File: src/rtl/core/msl_pkg.sv
// Shared types, constants and helper functions for the speed limiter core.
`default_nettype none
package msl_pkg;

  localparam int NUM_CHANNELS_DEF = 4;
  localparam int MAX_CHANNELS     = 4;

  localparam int SPEED_W    = 16;
  localparam int WIDE_W     = 17;
  localparam int COUNT_W    = 3;
  localparam int FALLBACK_W = 15;
  localparam int TIMEOUT_W  = 16;
  localparam int AGE_W      = 16;
  localparam int CFG_IDX_W  = 3;
  localparam int CFG_DATA_W = 16;

  localparam int DIVIDEND_W = 32;
  localparam int DIVISOR_W  = 17;
  localparam int DIV_CNT_W  = $clog2(DIVIDEND_W);

  localparam logic [FALLBACK_W-1:0] FALLBACK_RST = 15'd2048;
  localparam logic [AGE_W-1:0]      AGE_MAX      = 16'hFFFF;

  localparam logic [CFG_IDX_W-1:0] CFG_CHANNEL_COUNT = 3'd0;
  localparam logic [CFG_IDX_W-1:0] CFG_FALLBACK      = 3'd1;
  localparam logic [CFG_IDX_W-1:0] CFG_TIMEOUT0      = 3'd2;
  localparam logic [CFG_IDX_W-1:0] CFG_TIMEOUT1      = 3'd3;
  localparam logic [CFG_IDX_W-1:0] CFG_TIMEOUT2      = 3'd4;
  localparam logic [CFG_IDX_W-1:0] CFG_TIMEOUT3      = 3'd5;
  localparam logic [CFG_IDX_W-1:0] CFG_STOP_MASK     = 3'd6;
  localparam logic [CFG_IDX_W-1:0] CFG_CONF_MASK     = 3'd7;

  typedef enum logic [1:0] {
    OP_VEL    = 2'd0,
    OP_LIMIT  = 2'd1,
    OP_ENABLE = 2'd2,
    OP_TICK   = 2'd3
  } op_t;

  typedef struct packed {
    logic accept;
    logic clamp_step;
    logic mul;
    logic load_out;
  } msl_cmd_t;

  typedef struct packed {
    logic clamp_last;
    logic skip_div;
    logic div_done;
    logic out_free;
  } msl_sts_t;

  // Clamp to at most lim, then to at least -lim.
  function automatic logic signed [WIDE_W-1:0] clamp17(
    input logic signed [WIDE_W-1:0] l,
    input logic signed [WIDE_W-1:0] lim
  );
    logic signed [WIDE_W-1:0] t;
    logic signed [WIDE_W-1:0] neg;
    t   = (lim < l) ? lim : l;
    neg = -lim;
    t   = (t < neg) ? neg : t;
    return t;
  endfunction

  function automatic logic signed [SPEED_W-1:0] sat16(
    input logic signed [WIDE_W-1:0] v
  );
    logic signed [SPEED_W-1:0] r;
    if (v > 17'sd32767) begin
      r = 16'sh7FFF;
    end else if (v < -17'sd32768) begin
      r = 16'sh8000;
    end else begin
      r = v[SPEED_W-1:0];
    end
    return r;
  endfunction

endpackage
`default_nettype wire

File: src/rtl/core/msl_div.sv
// Bit-serial restoring divider for unsigned magnitudes, one quotient bit per cycle.
`default_nettype none
module msl_div (
  input  wire logic                              clk,
  input  wire logic                              rst_n,
  input  wire logic                              start,
  input  wire logic [msl_pkg::DIVIDEND_W-1:0]    dividend,
  input  wire logic [msl_pkg::DIVISOR_W-1:0]     divisor,
  output logic                                   done,
  output logic [msl_pkg::DIVIDEND_W-1:0]         quotient
);

  localparam int DW = msl_pkg::DIVIDEND_W;
  localparam int VW = msl_pkg::DIVISOR_W;
  localparam int CW = msl_pkg::DIV_CNT_W;

  logic          busy_r, busy_nxt;
  logic          done_r, done_nxt;
  logic [CW-1:0] cnt_r, cnt_nxt;
  logic [VW-1:0] div_r;
  logic [VW-1:0] rem_r, rem_nxt;
  logic [DW-1:0] q_r, q_nxt;
  logic [VW-1:0] shifted;

  always_comb begin
    busy_nxt = busy_r;
    done_nxt = 1'b0;
    cnt_nxt  = cnt_r;
    rem_nxt  = rem_r;
    q_nxt    = q_r;
    shifted  = {rem_r[VW-2:0], q_r[DW-1]};
    if (start) begin
      busy_nxt = 1'b1;
      cnt_nxt  = CW'(DW - 1);
      rem_nxt  = '0;
      q_nxt    = dividend;
    end else if (busy_r) begin
      if (shifted >= div_r) begin
        rem_nxt = shifted - div_r;
        q_nxt   = {q_r[DW-2:0], 1'b1};
      end else begin
        rem_nxt = shifted;
        q_nxt   = {q_r[DW-2:0], 1'b0};
      end
      cnt_nxt = cnt_r - CW'(1);
      if (cnt_r == '0) begin
        busy_nxt = 1'b0;
        done_nxt = 1'b1;
      end
    end
  end

  always_ff @(posedge clk) begin
    if (!rst_n) begin
      busy_r <= 1'b0;
      done_r <= 1'b0;
      cnt_r  <= '0;
    end else begin
      busy_r <= busy_nxt;
      done_r <= done_nxt;
      cnt_r  <= cnt_nxt;
    end
  end

  always_ff @(posedge clk) begin
    rem_r <= rem_nxt;
    q_r   <= q_nxt;
    if (start) begin
      div_r <= divisor;
    end
  end

  assign done     = done_r;
  assign quotient = q_r;

endmodule
`default_nettype wire

File: src/rtl/core/msl_dp.sv
// Datapath: configuration registers, channel state, clamp, rescale and output register.
`default_nettype none
module msl_dp #(
  parameter int NUM_CHANNELS = msl_pkg::NUM_CHANNELS_DEF
) (
  input  wire logic                                   clk,
  input  wire logic                                   rst_n,
  input  wire msl_pkg::msl_cmd_t                      cmd,
  output msl_pkg::msl_sts_t                           sts,
  input  wire logic                                   cfg_we,
  input  wire logic [msl_pkg::CFG_IDX_W-1:0]          cfg_index,
  input  wire logic [msl_pkg::CFG_DATA_W-1:0]         cfg_wdata,
  input  wire logic [1:0]                             in_operation,
  input  wire logic [1:0]                             in_channel,
  input  wire logic signed [msl_pkg::SPEED_W-1:0]     in_linear_in,
  input  wire logic signed [msl_pkg::SPEED_W-1:0]     in_angular_in,
  input  wire logic signed [msl_pkg::SPEED_W-1:0]     in_limit_value,
  input  wire logic                                   in_enable_value,
  input  wire logic                                   out_stall,
  output logic                                        out_valid,
  output logic signed [msl_pkg::SPEED_W-1:0]          out_linear_out,
  output logic signed [msl_pkg::SPEED_W-1:0]          out_angular_out
);

  localparam int SW    = msl_pkg::SPEED_W;
  localparam int WW    = msl_pkg::WIDE_W;
  localparam int AW    = msl_pkg::AGE_W;
  localparam int TW    = msl_pkg::TIMEOUT_W;
  localparam int NW    = msl_pkg::COUNT_W;
  localparam int MC    = msl_pkg::MAX_CHANNELS;
  localparam int IDX_W = (NUM_CHANNELS > 1) ? $clog2(NUM_CHANNELS) : 1;

  // Configuration registers
  logic [NW-1:0]                    chan_count_r;
  logic [msl_pkg::FALLBACK_W-1:0]   fallback_r;
  logic [TW-1:0]                    timeout_r [MC];
  logic [MC-1:0]                    stop_mask_r;
  logic [MC-1:0]                    conf_mask_r;

  // Channel state
  logic signed [SW-1:0]             limit_r [NUM_CHANNELS];
  logic [AW-1:0]                    age_r   [NUM_CHANNELS];
  logic [NUM_CHANNELS-1:0]          enabled_r;

  // Working registers
  logic [IDX_W-1:0]                 idx_r;
  logic signed [SW-1:0]             lin_r;
  logic signed [WW-1:0]             l_r;
  logic signed [SW-1:0]             r_r;
  logic signed [SW-1:0]             lsat_r;
  logic signed [SW-1:0]             ang_res_r;
  logic                             q_neg_r;
  logic                             out_valid_r, out_valid_nxt;
  logic signed [SW-1:0]             out_lin_r;
  logic signed [SW-1:0]             out_ang_r;

  logic [NW-1:0]                    n_eff;
  logic signed [SW-1:0]             lim_sel;
  logic [AW-1:0]                    age_sel;
  logic [TW-1:0]                    to_sel;
  logic                             en_sel;
  logic                             stop_sel;
  logic                             active;
  logic                             expired;
  logic signed [WW-1:0]             lim_eff;
  logic signed [WW-1:0]             l_step;
  logic                             zero_ang;
  logic signed [SW-1:0]             l_sat;
  logic signed [2*SW-1:0]           prod;
  logic [msl_pkg::DIVIDEND_W-1:0]   prod_mag;
  logic signed [WW-1:0]             lin_ext;
  logic [msl_pkg::DIVISOR_W-1:0]    lin_mag;
  logic                             skip;
  logic                             div_start;
  logic                             div_done;
  logic [msl_pkg::DIVIDEND_W-1:0]   quot;
  logic [msl_pkg::DIVIDEND_W-1:0]   quot_neg;
  logic signed [SW-1:0]             ang_div;
  logic                             is_limit;
  logic                             is_enable;
  logic                             is_tick;
  logic                             ch_active;

  assign n_eff = (chan_count_r > NW'(NUM_CHANNELS)) ? NW'(NUM_CHANNELS) : chan_count_r;

  assign is_limit  = cmd.accept && (msl_pkg::op_t'(in_operation) == msl_pkg::OP_LIMIT);
  assign is_enable = cmd.accept && (msl_pkg::op_t'(in_operation) == msl_pkg::OP_ENABLE);
  assign is_tick   = cmd.accept && (msl_pkg::op_t'(in_operation) == msl_pkg::OP_TICK);
  assign ch_active = {1'b0, in_channel} < n_eff;

  // Per-step channel selection for the clamp sequence.
  always_comb begin
    lim_sel  = '0;
    age_sel  = '0;
    to_sel   = '0;
    en_sel   = 1'b0;
    stop_sel = 1'b0;
    for (int c = 0; c < NUM_CHANNELS; c++) begin
      if (idx_r == IDX_W'(c)) begin
        lim_sel  = limit_r[c];
        age_sel  = age_r[c];
        to_sel   = timeout_r[c];
        en_sel   = enabled_r[c];
        stop_sel = stop_mask_r[c];
      end
    end
  end

  always_comb begin
    active   = NW'(idx_r) < n_eff;
    expired  = active && (to_sel != '0) && (age_sel > to_sel);
    lim_eff  = expired ? '0 : WW'(lim_sel);
    l_step   = l_r;
    zero_ang = 1'b0;
    if (n_eff == '0) begin
      if (idx_r == '0) begin
        l_step = msl_pkg::clamp17(l_r, $signed({2'b00, fallback_r}));
      end
    end else if (active && en_sel) begin
      l_step   = msl_pkg::clamp17(l_r, lim_eff);
      zero_ang = (lim_eff == '0) && stop_sel;
    end
  end

  // Saturate, multiply and set up the rescale division.
  always_comb begin
    l_sat    = msl_pkg::sat16(l_r);
    prod     = r_r * l_sat;
    prod_mag = prod[2*SW-1] ? msl_pkg::DIVIDEND_W'(-prod) : msl_pkg::DIVIDEND_W'(prod);
    lin_ext  = WW'(lin_r);
    lin_mag  = lin_ext[WW-1] ? msl_pkg::DIVISOR_W'(-lin_ext) : msl_pkg::DIVISOR_W'(lin_ext);
    skip     = (lin_r == '0) || (l_sat == '0);
    div_start = cmd.mul && !skip;
  end

  msl_div u_div (
    .clk      (clk),
    .rst_n    (rst_n),
    .start    (div_start),
    .dividend (prod_mag),
    .divisor  (lin_mag),
    .done     (div_done),
    .quotient (quot)
  );

  always_comb begin
    quot_neg = '0 - quot;
    if (!q_neg_r) begin
      ang_div = (quot > 32'd32767) ? 16'sh7FFF : quot[SW-1:0];
    end else begin
      ang_div = (quot > 32'd32768) ? 16'sh8000 : quot_neg[SW-1:0];
    end
  end

  // Configuration writes
  always_ff @(posedge clk) begin
    if (!rst_n) begin
      chan_count_r <= '0;
      fallback_r   <= msl_pkg::FALLBACK_RST;
      stop_mask_r  <= '0;
      conf_mask_r  <= '0;
      for (int c = 0; c < MC; c++) begin
        timeout_r[c] <= '0;
      end
    end else if (cfg_we) begin
      unique case (cfg_index)
        msl_pkg::CFG_CHANNEL_COUNT: chan_count_r <= cfg_wdata[NW-1:0];
        msl_pkg::CFG_FALLBACK:      fallback_r   <= cfg_wdata[msl_pkg::FALLBACK_W-1:0];
        msl_pkg::CFG_TIMEOUT0:      timeout_r[0] <= cfg_wdata[TW-1:0];
        msl_pkg::CFG_TIMEOUT1:      timeout_r[1] <= cfg_wdata[TW-1:0];
        msl_pkg::CFG_TIMEOUT2:      timeout_r[2] <= cfg_wdata[TW-1:0];
        msl_pkg::CFG_TIMEOUT3:      timeout_r[3] <= cfg_wdata[TW-1:0];
        msl_pkg::CFG_STOP_MASK:     stop_mask_r  <= cfg_wdata[MC-1:0];
        msl_pkg::CFG_CONF_MASK:     conf_mask_r  <= cfg_wdata[MC-1:0];
        default: ;
      endcase
    end
  end

  // Channel state: updates on transfer, expiry during the clamp sequence.
  always_ff @(posedge clk) begin
    if (!rst_n) begin
      enabled_r <= '1;
      for (int c = 0; c < NUM_CHANNELS; c++) begin
        limit_r[c] <= '0;
        age_r[c]   <= '0;
      end
    end else begin
      for (int c = 0; c < NUM_CHANNELS; c++) begin
        if (is_limit && ch_active && (in_channel == 2'(c))) begin
          limit_r[c] <= in_limit_value;
          age_r[c]   <= '0;
        end
        if (is_enable && ch_active && (in_channel == 2'(c)) && conf_mask_r[c]) begin
          enabled_r[c] <= in_enable_value;
        end
        if (is_tick && (age_r[c] != msl_pkg::AGE_MAX)) begin
          age_r[c] <= age_r[c] + AW'(1);
        end
        if (cmd.clamp_step && expired && (idx_r == IDX_W'(c))) begin
          limit_r[c] <= '0;
        end
      end
    end
  end

  // Working registers of one velocity command
  always_ff @(posedge clk) begin
    if (cmd.accept) begin
      idx_r <= '0;
      lin_r <= in_linear_in;
      l_r   <= WW'(in_linear_in);
      r_r   <= in_angular_in;
    end else if (cmd.clamp_step) begin
      idx_r <= idx_r + IDX_W'(1);
      l_r   <= l_step;
      if (zero_ang) begin
        r_r <= '0;
      end
    end
    if (cmd.mul) begin
      lsat_r  <= l_sat;
      q_neg_r <= prod[2*SW-1] ^ lin_r[SW-1];
      if (skip) begin
        ang_res_r <= r_r;
      end
    end else if (div_done) begin
      ang_res_r <= ang_div;
    end
    if (cmd.load_out) begin
      out_lin_r <= lsat_r;
      out_ang_r <= ang_res_r;
    end
  end

  always_comb begin
    out_valid_nxt = out_valid_r;
    if (cmd.load_out) begin
      out_valid_nxt = 1'b1;
    end else if (out_valid_r && !out_stall) begin
      out_valid_nxt = 1'b0;
    end
  end

  always_ff @(posedge clk) begin
    if (!rst_n) begin
      out_valid_r <= 1'b0;
    end else begin
      out_valid_r <= out_valid_nxt;
    end
  end

  assign sts.clamp_last = (idx_r == IDX_W'(NUM_CHANNELS - 1));
  assign sts.skip_div   = skip;
  assign sts.div_done   = div_done;
  assign sts.out_free   = !out_valid_r || !out_stall;

  assign out_valid       = out_valid_r;
  assign out_linear_out  = out_lin_r;
  assign out_angular_out = out_ang_r;

endmodule
`default_nettype wire

File: src/rtl/core/msl_ctrl.sv
// Controller state machine that sequences the clamp, multiply, divide and output steps.
`default_nettype none
module msl_ctrl (
  input  wire logic               clk,
  input  wire logic               rst_n,
  input  wire logic               in_valid,
  input  wire logic [1:0]         in_operation,
  output logic                    in_stall,
  output msl_pkg::msl_cmd_t       cmd,
  input  wire msl_pkg::msl_sts_t  sts
);

  typedef enum logic [4:0] {
    ST_IDLE  = 5'b00001,
    ST_CLAMP = 5'b00010,
    ST_MUL   = 5'b00100,
    ST_DIV   = 5'b01000,
    ST_OUT   = 5'b10000
  } state_t;

  state_t state_r, state_nxt;

  always_comb begin
    state_nxt      = state_r;
    cmd            = '0;
    in_stall       = 1'b1;
    unique case (state_r)
      ST_IDLE: begin
        in_stall   = 1'b0;
        cmd.accept = in_valid;
        if (in_valid && (msl_pkg::op_t'(in_operation) == msl_pkg::OP_VEL)) begin
          state_nxt = ST_CLAMP;
        end
      end
      ST_CLAMP: begin
        cmd.clamp_step = 1'b1;
        if (sts.clamp_last) begin
          state_nxt = ST_MUL;
        end
      end
      ST_MUL: begin
        cmd.mul   = 1'b1;
        state_nxt = sts.skip_div ? ST_OUT : ST_DIV;
      end
      ST_DIV: begin
        if (sts.div_done) begin
          state_nxt = ST_OUT;
        end
      end
      ST_OUT: begin
        if (sts.out_free) begin
          cmd.load_out = 1'b1;
          state_nxt    = ST_IDLE;
        end
      end
      default: state_nxt = ST_IDLE;
    endcase
  end

  always_ff @(posedge clk) begin
    if (!rst_n) begin
      state_r <= ST_IDLE;
    end else begin
      state_r <= state_nxt;
    end
  end

endmodule
`default_nettype wire

File: src/rtl/core/multi_source_speed_limiter_core.sv
// Top level of the multi-source speed limiter: controller plus datapath.
`default_nettype none
//
//  Channel | Handshake            | Payload
//  --------+----------------------+------------------------------------------------
//  in      | in_valid / in_stall  | operation, channel, linear_in, angular_in,
//          |                      | limit_value, enable_value
//  out     | out_valid / out_stall| linear_out, angular_out (velocity commands only)
//  cfg     | cfg_we               | cfg_index, cfg_wdata (no read-back)
//
//  Limit, enable and tick transfers keep the controller idle: the input is ready
//  again on the next cycle. A velocity command runs one clamp step per channel,
//  the multiply, the 32-step bit-serial division when a rescale is needed, and
//  the output load, in that order.
//  A finished result sits in the output register while the next item is taken;
//  a second velocity result waits in the datapath until that register frees.
//  Reset is synchronous and active low; it restores the register defaults,
//  clears channel limits and ages and enables every channel.
//
module multi_source_speed_limiter_core #(
  parameter int NUM_CHANNELS = msl_pkg::NUM_CHANNELS_DEF
) (
  input  wire logic                                   clk,
  input  wire logic                                   rst_n,
  // Configuration port
  input  wire logic                                   cfg_we,
  input  wire logic [msl_pkg::CFG_IDX_W-1:0]          cfg_index,
  input  wire logic [msl_pkg::CFG_DATA_W-1:0]         cfg_wdata,
  // Input channel
  input  wire logic                                   in_valid,
  output logic                                        in_stall,
  input  wire logic [1:0]                             in_operation,
  input  wire logic [1:0]                             in_channel,
  input  wire logic signed [msl_pkg::SPEED_W-1:0]     in_linear_in,
  input  wire logic signed [msl_pkg::SPEED_W-1:0]     in_angular_in,
  input  wire logic signed [msl_pkg::SPEED_W-1:0]     in_limit_value,
  input  wire logic                                   in_enable_value,
  // Result channel
  output logic                                        out_valid,
  input  wire logic                                   out_stall,
  output logic signed [msl_pkg::SPEED_W-1:0]          out_linear_out,
  output logic signed [msl_pkg::SPEED_W-1:0]          out_angular_out
);

  // The controller only sees the operation code of an incoming transfer;
  // everything else moves through the datapath under command of the controller.
  msl_pkg::msl_cmd_t cmd;
  msl_pkg::msl_sts_t sts;

  msl_ctrl u_ctrl (
    .clk          (clk),
    .rst_n        (rst_n),
    .in_valid     (in_valid),
    .in_operation (in_operation),
    .in_stall     (in_stall),
    .cmd          (cmd),
    .sts          (sts)
  );

  // The datapath holds the configuration registers, the per-channel limit,
  // age and enable state, the clamp step, the rescale multiplier and divider,
  // and the output register that decouples the result side.
  msl_dp #(
    .NUM_CHANNELS (NUM_CHANNELS)
  ) u_dp (
    .clk             (clk),
    .rst_n           (rst_n),
    .cmd             (cmd),
    .sts             (sts),
    .cfg_we          (cfg_we),
    .cfg_index       (cfg_index),
    .cfg_wdata       (cfg_wdata),
    .in_operation    (in_operation),
    .in_channel      (in_channel),
    .in_linear_in    (in_linear_in),
    .in_angular_in   (in_angular_in),
    .in_limit_value  (in_limit_value),
    .in_enable_value (in_enable_value),
    .out_stall       (out_stall),
    .out_valid       (out_valid),
    .out_linear_out  (out_linear_out),
    .out_angular_out (out_angular_out)
  );

endmodule
`default_nettype wire
File: config.mk
export PLATFORM = sky130hd
export DESIGN_NAME = multi_source_speed_limiter_core
export DESIGN_NICKNAME = d
export VERILOG_FILES = /design/src/rtl/core/msl_pkg.sv /design/src/rtl/core/msl_div.sv /design/src/rtl/core/msl_dp.sv /design/src/rtl/core/msl_ctrl.sv /design/src/rtl/core/multi_source_speed_limiter_core.sv
export SDC_FILE = /design/constraint.sdc
export NUM_CORES = 2
export LEC_CHECK = 0
export BUFFER_PORTS_ARGS = -buffer_cell sky130_fd_sc_hd__buf_2
export CAP_MARGIN = 20
export CORE_UTILIZATION = 50
export DETAILED_ROUTE_END_ITERATION = 8
export HOLD_SLACK_MARGIN = 0.15
export PLACE_DENSITY = 0.69
export SYNTH_ARGS = -nofsm -noshare
export SYNTH_HDL_FRONTEND = slang
export SYNTH_HIERARCHICAL = 1
export SYNTH_SLANG_ARGS = --single-unit
File: constraint.sdc
create_clock -name clk -period 9.2 [get_ports clk]
set_clock_uncertainty 0.05 [all_clocks]
set_input_delay 0.92 -clock clk [delete_from_list [all_inputs] [get_ports clk]]
set_output_delay 0.92 -clock clk [all_outputs]
set_load 0.01 [all_outputs]
; ---- Word-level counts from Yosys, hierarchy flattened
; Memories as Yosys holds them, arrays and structs flattened.
; Index checks and enable logic that the tools add are counted.
[classes]
addsub = 12
multipliers = 1
n_lt_le_gt_ge = 13
eq_ne = 31
mux = 143
bitwise_logic = 23
n_reduce_logical = 63
[op_table]
columns = operator, count
row1 = $mux 16, 44
row2 = $mux 17, 10
row3 = $mux 32, 3
row4 = $mux 1, 76
row5 = $add 16x1->16 const B, 4
row6 = $ne 16x16->1 const B, 4
row7 = $lt 17x17->1, 3
row8 = $mux 5, 7
row9 = $logic_and 1x1->1, 33
row10 = $gt 32x15->1 const B, 1
row11 = $gt 32x16->1 const B, 1
row12 = $logic_not 16->1, 2
row13 = $mul 16x16->32, 1
row14 = $neg 32->32, 1
row15 = $pmux 5 s5, 1
row16 = $or 1x1->1, 20
row17 = $ge 17x17->1, 1
row18 = $gt 17x16->1 const B, 1
row19 = $logic_not 17->1, 1
row20 = $lt 16x17->1, 1
row21 = $lt 17x16->1 const B, 1
row22 = $neg 15->17, 1
row23 = $neg 16->17, 1
row24 = $neg 17->17, 1
row25 = 36 further kinds, 67
[totals]
regBits = 224
ramBits = 192
input_bits = 77
out_inout_bits = 34
elab_cells = 315
n_memories = 3
[mem_list]
columns = name, words, word_bits, read_ports, rd_clocked_by_memory_dff, wr, line_no
row1 = u_dp.age_r, 4, 16, 4, 0, 4, msl_dp.sv:42  ; logic [AW-1:0] age_r [NUM_CHANNELS];
row2 = u_dp.limit_r, 4, 16, 4, 0, 4, msl_dp.sv:41  ; logic signed [SW-1:0] limit_r [NUM_CHANNELS];
row3 = u_dp.timeout_r, 4, 16, 4, 0, 4, msl_dp.sv:36  ; logic [TW-1:0] timeout_r [MC];

; ---- Longest topological paths before layout
[depth]
depth_word = 17
ltp_mapped = 43

; ---- Modules after synthesis
; Netlist, hierarchy kept.
[by_module_without_submodules]
columns = mod, n_inst, cells_each, area_per_inst_um2, seq_area_each_um2
row1 = msl_dp, 1, 3229, 30739.5, 9849.4
row2 = msl_div, 1, 335, 3812.4, 1931.9
row3 = msl_ctrl, 1, 39, 349.1, 100.1

; ---- Worst setup path after synthesis
; Ideal clock, no wire load.
[synth_timing]
path_type = register to register
from = register u_dp.idx_r[0]
to = register u_dp.l_r[15] (data pin)
setup_time_ps = 261
arrival_ps = 8673
slack_ps = 216
path_stages_with_launch = 42
cell_sequence = dfxtp_1 -> ha_1 -> buf_2 -> clkbuf_1 -> buf_2 -> clkbuf_1 -> clkbuf_1 -> buf_1 -> nor2_1 -> a21oi_1 -> nor2_1 -> a21oi_1 -> o21ai_0 -> ha_1 -> nand4_1 -> or4_1 -> a21o_1 -> a31oi_1 -> [6 not listed] -> a221oi_1 -> o21ai_1 -> a221o_1 -> a2111oi_4 -> xnor2_4 -> buf_6 -> mux2i_1 -> inv_1 -> ha_1 -> nor2b_1 -> o21ai_0 -> a21oi_1 -> o31ai_1 -> a21bo_2 -> and3b_1 -> buf_1 -> clkbuf_1 -> a221o_1
[synth_between]
elab_chain_cells = 17
elab_cells_between_ends = 31
cone_classes = add/sub (1) / order compare (4) / eq/ne (3) / mux (19) / reduce/logical (4)
[synth_rtl]
columns = item, line_no
row1 = start: declaration, msl_dp.sv:46  ; logic [IDX_W-1:0] idx_r;
row2 = start signal: assignment, msl_dp.sv:215  ; idx_r <= idx_r + IDX_W'(1);
row3 = "parallel branches: the longest is 8 deep, another holds $gt 16x16->1", --
row4 = $mux 17 (*), msl_dp.sv:112  ; lim_eff = expired ? '0 : WW'(lim_sel);
row5 = $lt 17x17->1, msl_pkg.sv:61  ; t = (lim < l) ? lim : l;
row6 = $mux 17, msl_pkg.sv:61
row7 = $lt 17x17->1, msl_pkg.sv:63  ; t = (t < neg) ? neg : t;
row8 = $mux 17 (*), msl_pkg.sv:63
row9 = $mux 17 (*), msl_dp.sv:119  ; end else if (active && en_sel) begin
row10 = $mux 17 (*), msl_dp.sv:115  ; if (n_eff == '0) begin
row11 = $mux 17 (*), msl_dp.sv:214  ; end else if (cmd.clamp_step) begin
row12 = $mux 17 (*), msl_dp.sv:209  ; if (cmd.accept) begin
row13 = end signal: assignment, msl_dp.sv:212  ; l_r <= WW'(in_linear_in);
row14 = end signal: assignment, msl_dp.sv:216  ; l_r <= l_step;
row15 = end: declaration, msl_dp.sv:48  ; logic signed [WW-1:0] l_r;
; Mark *: on every way between the ends. The select of a mux whose other input is x is not followed.
; A chain may end at the register's enable or synchronous reset.

; ---- Final worst setup path
[layout_timing]
from = register u_dp.idx_r[0]
to = register u_dp.l_r[14] (data pin)
; The elaborated chain is that of the path after synthesis.

==> reports/results.ini <==
[sta]
relSlewSlack_pct=27.1
timing.setup.tns_ns=0
setup_viol=0
min_period_ns=8.66
tightest_slew_ns=1.09
rsz0062_at_grt=no
slew_viol_final=0
fmaxAchievable_ghz=0.115
hold_viol_final=0
final.period_utilization_pct=94.1

[final_layout]
fillCellCount=6101
drive_gt1_share_pct=9.88
regArea_mm2=0.0119
multi_input_area_mm2=0.0208
nets=4210
areaGrowthSynthToFinish_pct=9.79

[drt]
ant_nets=0
dr.pass1.iters=6
vias_per_cell=5.70
routedWlPerCell_um=20.1
dr.first_iter.drc_count=2469
drc_errors=0
wl_um=93500
vias=26500

[yosys]
yosys_warnings=6
synth_nets=4139
synth-main-ff-cell=edfxtp_1
synthMuxAreaShare_pct=2.83
ys_seq_area_share_pct=34.0
synth_xor_area_share_pct=4.29
ys_ff_latch=416
synthAdderAreaFrac_pct=22.1
synth_top_family_by_area=adder cells
syn_area_per_cell_um2=9.69
syn_inst=3603
async_flop_share_pct=0
syn_area_mm2=0.0349
synth_compound_area_share_pct=11.8
synth_simple_gate_area_share_pct=18.3
synth_edf_count=355
yosys.cell_types.count=109

[floorplanning]
pin_count=111
rows=96
start_util_pct=50.7
fp.coreArea_mm2=0.0688
die_area_mm2=0.0709
die_w_um=266
fp.dieH_um=266

[global_routing]
grt-ovfl-total=0
grt_pass1_vias=25800
grt_usage_pct=26.5
grt_max_degree=72
antenna_found_initial=5
grt_first_pass_wirelength_um=146000

[clock_tree]
clock_path_buffers=3
cts_tree=built
cts_max_level=2
holdBufCountCts=0
cts_buffers=49
path_clk_slew_ns=0.06
clkSinkCount=416
root_buffer=clkbuf_16
clock_latency_ns=0.63

[setup_path]
critPathBufInv=6
cp.arrival_ns=8.98
cp_top_family=compound AO/OA/AOI/OAI gates
cp_data_required_time_ns=9.52
critPathMaxStageDelay_ns=0.55
worstReg2RegStart=u_dp/idx_r[0]$_SDFFE_PP0P_
crit_start=u_dp/idx_r[0]$_SDFFE_PP0P_
critPathMaxFanout=71
critPathSlowestCell=or4_1
cp-start-kind=flop
critPathKind=reg2reg
endpoint_kind=flop

[min_path]
hp-class=reg2reg
hp-start=u_dp/ang_res_r[8]$_DFFE_PP_

[job]
drv_cap=0

[placed_design]
hpwlAfterDp_um=69300
gp_congestion=0.980
io_buffers=110

[run_status]
outcome=completed

[synthesized netlist by cell type, drive strengths merged, types with 32 or more instances]
cell      n  area [um2]
nand2b   32         200
edfxtp  355       10700
and2    282        1760
and3     32         201
o31ai    34         270
dfxtp    61        1220
o21a     38         285
nand4    40         250
o21ai   133         681
xor2     77         674
buf      41         231
mux2i    54         541
a21oi   175         880
clkbuf  115         432
ha      196        2450
xnor2    92         825
inv     430        1610
fa      263        5270
nor3     41         215
nor2b    41         264
nand2   357        1350
mux2     39         447
nor2    243         912
nand3    74         375
a21o     33         256
[flip-flops by register name, indices dropped and copies added, names as in the netlist, 15 cells and up]
name,cells
u_dp/age_r,64
u_dp/l_r,17
u_dp/u_div/quotient,32
u_dp/u_div/div_r,17
u_dp/ang_res_r,16
u_dp/timeout_r,64
u_dp/lsat_r,16
u_dp/r_r,16
u_dp/u_div/rem_r,16
u_dp/out_angular_out,16
u_dp/limit_r,64
u_dp/lin_r,16
u_dp/out_linear_out,16
u_dp/fallback_r,15
[per-layer routing]
| metal | up-vias | track usage (%) | part of all wire (%) |
|---|---|---|---|
| met4 | 2 | 8.65 | 3.0 |
| li1 | 12400 | - | - |
| met5 | - | 0 | 0.013 |
| met3 | 160 | 4.54 | 7.9 |
| met2 | 973 | 40.8 | 44 |
| met1 | 12900 | 38.1 | 45 |
[path summary, 6_finish.rpt]
check,end,slack [ns],cells past startpoint
worst max-delay path,u_dp/l_r[14]$_DFFE_PP_,0.54,35
worst min-delay path,u_dp/out_angular_out[8]$_DFFE_PP_,0.36,0
worst min register to register,u_dp/out_angular_out[8]$_DFFE_PP_,0.36,0
worst max register to register,u_dp/l_r[14]$_DFFE_PP_,0.54,35
[cell type report]
class | count | share of cell area [%]
Tap cell | 931 | 3.04
Clock inverter | 39 | 1.25
Antenna cell | 3 | 0.0196
Clock buffer | 53 | 3.29
Timing Repair Buffer | 176 | 2.80
Inverter | 431 | 4.23
Multi-Input combinational cell | 2600 | 54.4
Sequential cell | 416 | 31.0
[stage by stage]
step,setup WS (ns),cells,hold WS [ns],cell area (um2),util (%)
floorplan,0.216,3603,0.350,34900,-
CTS,0.303,4644,0.365,38300,55.6
detailed placement,0.358,4552,0.355,36500,53.1
finish,0.539,4649,0.363,38300,55.7
global placement,0.450,4552,0.351,36500,53.1
global route,0.00948,4648,0.374,38300,55.7
[cell usage in the layout (no fill, tap or decap), types with 18 or more instances in the layout]
| cell type | Yosys | layout |
|---|---|---|
| clkbuf_16 | 0 | 49 |
| o211ai_1 | 18 | 18 |
| buf_4 | 2 | 64 |
| edfxtp_1 | 355 | 355 |
| nor3_1 | 39 | 39 |
| xnor2_1 | 91 | 91 |
| and2_1 | 282 | 282 |
| o21ai_0 | 112 | 107 |
| nor4_1 | 20 | 20 |
| ha_1 | 196 | 192 |
| fa_1 | 263 | 263 |
| nor2_1 | 243 | 241 |
| nor2b_1 | 40 | 40 |
| o21ai_1 | 19 | 22 |
| o31ai_1 | 31 | 31 |
| a21oi_1 | 174 | 172 |
| a21o_1 | 31 | 31 |
| xor2_1 | 77 | 77 |
| inv_1 | 427 | 427 |
| nand2b_1 | 32 | 32 |
| mux2i_1 | 54 | 54 |
| buf_2 | 13 | 110 |
| and3_1 | 31 | 31 |
| o21a_1 | 38 | 38 |
| nand4_1 | 40 | 40 |
| nand3b_1 | 24 | 24 |
| mux2_2 | 37 | 37 |
| nand3_1 | 73 | 73 |
| dfxtp_1 | 61 | 61 |
| nand2_1 | 355 | 355 |
[what timing repair did]
item                                   in CTS  in global routing
endpoints found under the hold margin       0                  0
gates resized for setup                     0                  6
setup buffers                               0                  1
setup endpoints to repair                   0                 17
[logic make-up after synthesis]
family,count (synthesis)
adders and majority gates,460
buffers and inverters,587
muxes,93
xor gates and xnor gates,169
and+or+nand+nor,1256
DFF,416
AOI/OAI and AO/OA,621
other,1
Power is left out: the tool's default activity adds up to more than one toggle a clock period on the data nets, which glitch-free logic cannot reach.
